`src/rtl/core/cftp_pkg.sv`:
```
package cftp_pkg;

    // field and datapath widths
    localparam int COORD_W   = 24;
    localparam int DIFF_W    = COORD_W + 1;
    localparam int PROD_W    = 2 * DIFF_W;
    localparam int DEN_W     = PROD_W + 2;
    localparam int NUM_W     = 76;
    localparam int REG_W     = 32;
    localparam int QUO_BITS  = 41;
    localparam int QUO_W     = QUO_BITS + 1;
    localparam int SQ_STEPS  = 32;
    localparam int DIV_LAT   = QUO_BITS + 3;
    localparam int SQ_LAT    = SQ_STEPS + 1;
    localparam int CFG_IDX_W = 1;

    // defaults for the top level parameters
    localparam int FRAC_BITS_DEF = 8;
    localparam int REGION_EDGE   = 1000;

    // register indexes
    localparam logic [CFG_IDX_W-1:0] CFG_X_LIMIT = 1'b0;
    localparam logic [CFG_IDX_W-1:0] CFG_Y_LIMIT = 1'b1;

    typedef enum logic [2:0] {
        ST_OK       = 3'd0,
        ST_DEGEN    = 3'd1,
        ST_PARALLEL = 3'd2,
        ST_ZERO_RAD = 3'd3,
        ST_OUTSIDE  = 3'd4
    } t_status;

    typedef struct packed {
        logic signed [COORD_W-1:0] point_a_x;
        logic signed [COORD_W-1:0] point_a_z;
        logic signed [COORD_W-1:0] point_b_x;
        logic signed [COORD_W-1:0] point_b_z;
        logic signed [COORD_W-1:0] point_c_x;
        logic signed [COORD_W-1:0] point_c_z;
    } t_in;

    typedef struct packed {
        logic signed [REG_W-1:0] center_x;
        logic signed [REG_W-1:0] center_y;
        logic        [REG_W-1:0] radius;
        logic        [2:0]       status;
    } t_out;

endpackage

```
`src/rtl/core/cftp_isqrt.sv`:
```
module cftp_isqrt (
    input  logic                             i_clk,
    input  logic                             i_en,
    input  logic [2*cftp_pkg::REG_W-1:0]     i_x,
    output logic [cftp_pkg::REG_W-1:0]       o_root
);
    localparam int N  = cftp_pkg::SQ_STEPS;
    localparam int XW = 2 * cftp_pkg::REG_W;
    localparam int RW = cftp_pkg::REG_W;

    logic [XW-1:0] r_x   [0:N-1];
    logic [XW-1:0] r_res [0:N-1];
    logic [RW:0]   root;
    logic [RW-1:0] r_root;

    // one result bit per stage
    for (genvar j = 0; j < N; j++) begin : g_step
        localparam logic [XW-1:0] BIT = XW'(1) << (XW - 2 - 2 * j);
        logic [XW-1:0] x_in;
        logic [XW-1:0] res_in;
        logic [XW-1:0] trial;
        if (j == 0) begin : g_first
            assign x_in   = i_x;
            assign res_in = '0;
        end else begin : g_next
            assign x_in   = r_x[j-1];
            assign res_in = r_res[j-1];
        end
        assign trial = res_in + BIT;
        always_ff @(posedge i_clk) begin
            if (i_en) begin
                if (x_in >= trial) begin
                    r_x[j]   <= x_in - trial;
                    r_res[j] <= (res_in >> 1) + BIT;
                end else begin
                    r_x[j]   <= x_in;
                    r_res[j] <= res_in >> 1;
                end
            end
        end
    end

    // round to nearest on the remainder, saturate
    assign root = (r_x[N-1] > r_res[N-1]) ? (RW+1)'(r_res[N-1]) + 1'b1
                                          : (RW+1)'(r_res[N-1]);

    always_ff @(posedge i_clk) begin
        if (i_en) begin
            r_root <= root[RW] ? '1 : root[RW-1:0];
        end
    end

    assign o_root = r_root;
endmodule

```
`config.mk`:
```
export PLATFORM = sky130hd
export DESIGN_NAME = cftp_isqrt
export DESIGN_NICKNAME = d
export VERILOG_FILES = /design/src/rtl/core/cftp_pkg.sv /design/src/rtl/core/cftp_isqrt.sv
export SDC_FILE = /design/constraint.sdc
export NUM_CORES = 2
export LEC_CHECK = 0
export BUFFER_PORTS_ARGS = -buffer_cell sky130_fd_sc_hd__buf_2
export CAP_MARGIN = 20
export CORE_ASPECT_RATIO = 1.25
export CORE_MARGIN = 8
export CORE_UTILIZATION = 50
export DETAILED_ROUTE_END_ITERATION = 8
export PLACE_DENSITY = 0.65
export SETUP_SLACK_MARGIN = 0.4
export SYNTH_ARGS = -nofsm -noshare
export SYNTH_HDL_FRONTEND = slang
export SYNTH_SLANG_ARGS = --single-unit
```
`constraint.sdc`:
```
create_clock -name i_clk -period 5 [get_ports i_clk]
set_clock_uncertainty 0.15 [all_clocks]
set_input_delay 1 -clock i_clk [delete_from_list [all_inputs] [get_ports i_clk]]
set_output_delay 1 -clock i_clk [all_outputs]
set_load 0.005 [all_outputs]
```
==> flow_summary.json <==
{
  "status": "finished clean",
  "syn2layout_area_growth_pct": 10.78,
  "synth_largest_type_area_fraction": 0.6137,
  "firstDrtPassIters": 7,
  "pwr_density_cell_nw_per_um2": 452.9,
  "postSynth.asyncResetShare": 0,
  "wirelength_routed_um": 331100,
  "ctsHtreeMaxLevel": 5,
  "cp_slowest_stage_delay_ns": 0.78,
  "first_global_vias": 81760,
  "critical_path.reg2reg.endpoint": "r_x[1][759]$_DFFE_PP_",
  "critPathMaxFanout": 7,
  "grtUsageMet3": 0.03284,
  "use_met1": 0.2995,
  "final_hold_viol_count": 0,
  "cts-root-buf": "sky130_fd_sc_hd__clkbuf_16",
  "synth_common_cells": "2608 x sky130_fd_sc_hd__edfxtp_1, 864 x sky130_fd_sc_hd__nand2_1, 725 x sky130_fd_sc_hd__inv_1",
  "drive_above_1_share": 0.07274,
  "fin_nets": 11350,
  "hold_class": "in -> reg",
  "core.rowCount": 207,
  "timing.reg2reg.setup_slack_ns": 0.59,
  "cts.repair_timing.setup_buffer_count": 0,
  "max_cap_violations": 0,
  "initial_antenna_violation_count": 17,
  "crit_path_start_kind": "register",
  "initial_cell_density_of_the_core": 0.5023,
  "top_usage_layer": "met2",
  "finish.utilization": 0.5564,
  "clock_tree_from_tritoncts": "yes",
  "fin_crit_sh": 0.8829,
  "worst_path_cell_chain": "inv_1, ha_1, nand2_1, nor2_1, nand3b_1, nor3_1, and3_1, nor4_1, nand2_1, nand4_1, nor4_1, xor2_1",
  "yosysTopAreaCell": "sky130_fd_sc_hd__edfxtp_1",
  "num_io_pins": 98,
  "min_delay_worst_endpoint": "r_x[0][60]$_DFFE_PP_",
  "max_clock_freq_mhz": 226.5,
  "synth.distinct_cells": 105,
  "synth_enable_flop_cells": 2608,
  "cpMaxStageDelayCell": "sky130_fd_sc_hd__nor3_1",
  "hold_path_depth": 1,
  "worst_slew_margin_rel": 0.2834,
  "detailed_place_hpwl_um": 254100,
  "fp.dieW_um": 467.9,
  "cts_made_buffers": 275,
  "clkTransAtPathRegs_ns": 0.06,
  "design.die.area_sq_um": 271800,
  "synth.yosys.seq_area_share": 0.6137,
  "finalMaxSlewViolations": 0,
  "met2_usage": 0.4122,
  "grt_first_pass_wirelength_um": 495500,
  "reg2regPathDepth": 12,
  "ys_seq_elements": 2608,
  "setup_tns_ns": 0,
  "drcViolationCount": 0,
  "first_iter_violations": 7550,
  "core-area_sq_um": 254100,
  "grt.overflow.total": 0,
  "critPathArrivalTime_ns": 4.90,
  "die_span_in_y_um": 580.8,
  "yosysMostFrequentCell": "sky130_fd_sc_hd__edfxtp_1",
  "portBuffers": 97,
  "mappedNetlistArea_sq_um": 127600,
  "synth.yosys.warnings": 0,
  "irDropWorstVdd_v": 0.0002784,
  "rsz0062_at_grt": "no",
  "synth-main-ff-cell": "sky130_fd_sc_hd__edfxtp_1",
  "grt_start_max_net_pins": 162,
  "cts-root-to-sink-buffers": 4,
  "ys_top_cells_by_area": "sky130_fd_sc_hd__edfxtp_1 61%, sky130_fd_sc_hd__ha_1 5.8%, sky130_fd_sc_hd__xnor2_1 3.4%, sky130_fd_sc_hd__xor2_1 3.0%, sky130_fd_sc_hd__nand2_1 2.5%",
  "clock_latency_ns": 0.84,
  "cp_num_buf_inv": 1,
  "globalplace.congestion": 0.9439,
  "detail-route-antenna-nets": 0,
  "final-setup-viol-count": 0,
  "mean_area_per_synthesized_cell_sq_um": 12.24,
  "tritoncts_num_sinks": 2608,
  "crit_path_end_kind": "register",
  "min_from": "i_x[60]",
  "critical_path.startpoint": "r_res[1][676]$_DFFE_PP_",
  "drt-vias-per-instance": 5.823,
  "worst_slew_pin_slew_ns": 1.075,
  "crit_required_ns": 5.49,
  "crit_family": "simple AND/OR/NAND/NOR gates",
  "p_leak_nw": 52.75,
  "drt-wirelength-per-cell_um": 23.25,
  "vias": 82900,
  "groute.usage.overall": 0.2360,
  "synth_nets": 11090,
  "worst-setup-path-type": "reg -> reg",
  "final_period_minus_worst_setup_slack_ns": 4.415,
  "rr_startpoint": "r_res[1][676]$_DFFE_PP_",
  "syn-instance-count": 10430
}
cells in the final DEF (no fill, tap or decap), types with 62 or more instances in the layout:
master / instances
sky130_fd_sc_hd__a21oi_1: 518
sky130_fd_sc_hd__a21o_1: 257
sky130_fd_sc_hd__o21a_1: 109
sky130_fd_sc_hd__xnor2_1: 499
sky130_fd_sc_hd__nand3_1: 226
sky130_fd_sc_hd__buf_2: 97
sky130_fd_sc_hd__buf_4: 117
sky130_fd_sc_hd__nand2_1: 864
sky130_fd_sc_hd__nand2b_1: 120
sky130_fd_sc_hd__nor3_1: 292
sky130_fd_sc_hd__xor2_1: 440
sky130_fd_sc_hd__or3_1: 123
sky130_fd_sc_hd__nor4_1: 350
sky130_fd_sc_hd__nor2b_1: 92
sky130_fd_sc_hd__or4_1: 62
sky130_fd_sc_hd__inv_1: 725
sky130_fd_sc_hd__nor2_1: 593
sky130_fd_sc_hd__nand4_1: 174
sky130_fd_sc_hd__edfxtp_1: 2608
sky130_fd_sc_hd__o21ai_0: 616
sky130_fd_sc_hd__clkbuf_16: 279
sky130_fd_sc_hd__ha_1: 593
report_power, final:
| part | leakage (nW) | total, mW | internal (mW) | switching [mW] |
|---|---|---|---|---|
| clock network | 4.25 | 20.3 | 11.9 | 8.39 |
| registers | 25.1 | 30.1 | 27.8 | 2.36 |
| logic | 23.4 | 13.6 | 5.57 | 8.08 |
| total | 52.8 | 64.0 | 45.2 | 18.8 |
cells by family after synthesis:
logic type | count (synthesis) | synth area share
AO/OA/AOI/OAI | 1985 | 0.09707
flip-flops | 2608 | 0.6137
multiplexers | 64 | 0.005559
AND/OR/NAND/NOR | 3267 | 0.1320
buffers and inverters | 970 | 0.02915
adder cells (fa/ha/maj) | 593 | 0.05814
XOR/XNOR | 939 | 0.06445
registers in the layout, indices dropped and copies added, names as in the netlist:
name	flops
r_res	528
r_x	2048
o_root	32
cell type report:
class / instances / area (sq um)
Antenna cell: 5 / 12.51
Clock buffer: 335 / 7192
Clock inverter: 143 / 1599
Fill cell: 20880 / 112700
Inverter: 725 / 2721
Multi-Input combinational cell: 6848 / 45700
Sequential cell: 2608 / 78320
Tap cell: 3344 / 4184
Timing Repair Buffer: 229 / 1649
worst max-delay path by stage:
stage	to	slack, ns	cells after the start
after floorplan	r_res[1][340]$_DFFE_PP_	0.26	4
after global placement	r_x[1][1014]$_DFFE_PP_	0.51	12
after detailed placement	r_x[1][1022]$_DFFE_PP_	0.53	11
after CTS	r_x[1][1006]$_DFFE_PP_	0.52	12
after global routing	r_x[1][565]$_DFFE_PP_	0.42	11
final	r_x[1][759]$_DFFE_PP_	0.59	12
per-layer routing:
| metal | vias up | part of all wire |
|---|---|---|
| met3 | 634 | 0.055 |
| met2 | 2439 | 0.50 |
| met5 | - | 0.000069 |
| met1 | 40460 | 0.41 |
| li1 | 39360 | - |
| met4 | 4 | 0.041 |
through the flow:
step                worst slack [ns]  hold WS (ns)  cell area (sq um)  std cells  power [mW]
finish                        0.5853        0.1828             141400      14240       64.03
global route                  0.4235        0.1316             141400      14230       66.99
CTS                           0.5241        0.1114             141300      14230       64.43
detailed placement            0.5327        0.2811             132500      13750       44.05
global placement              0.5116        0.2737             132500      13750       43.84
floorplan                     0.2598        0.2666             127600      10430       39.62
what timing repair did:
item | in CTS | in global routing
setup endpoints to repair | 0 | 15
hold buffers | 0 | 0
gates resized for setup | 0 | 4
Power figures use the tool's default switching activity.
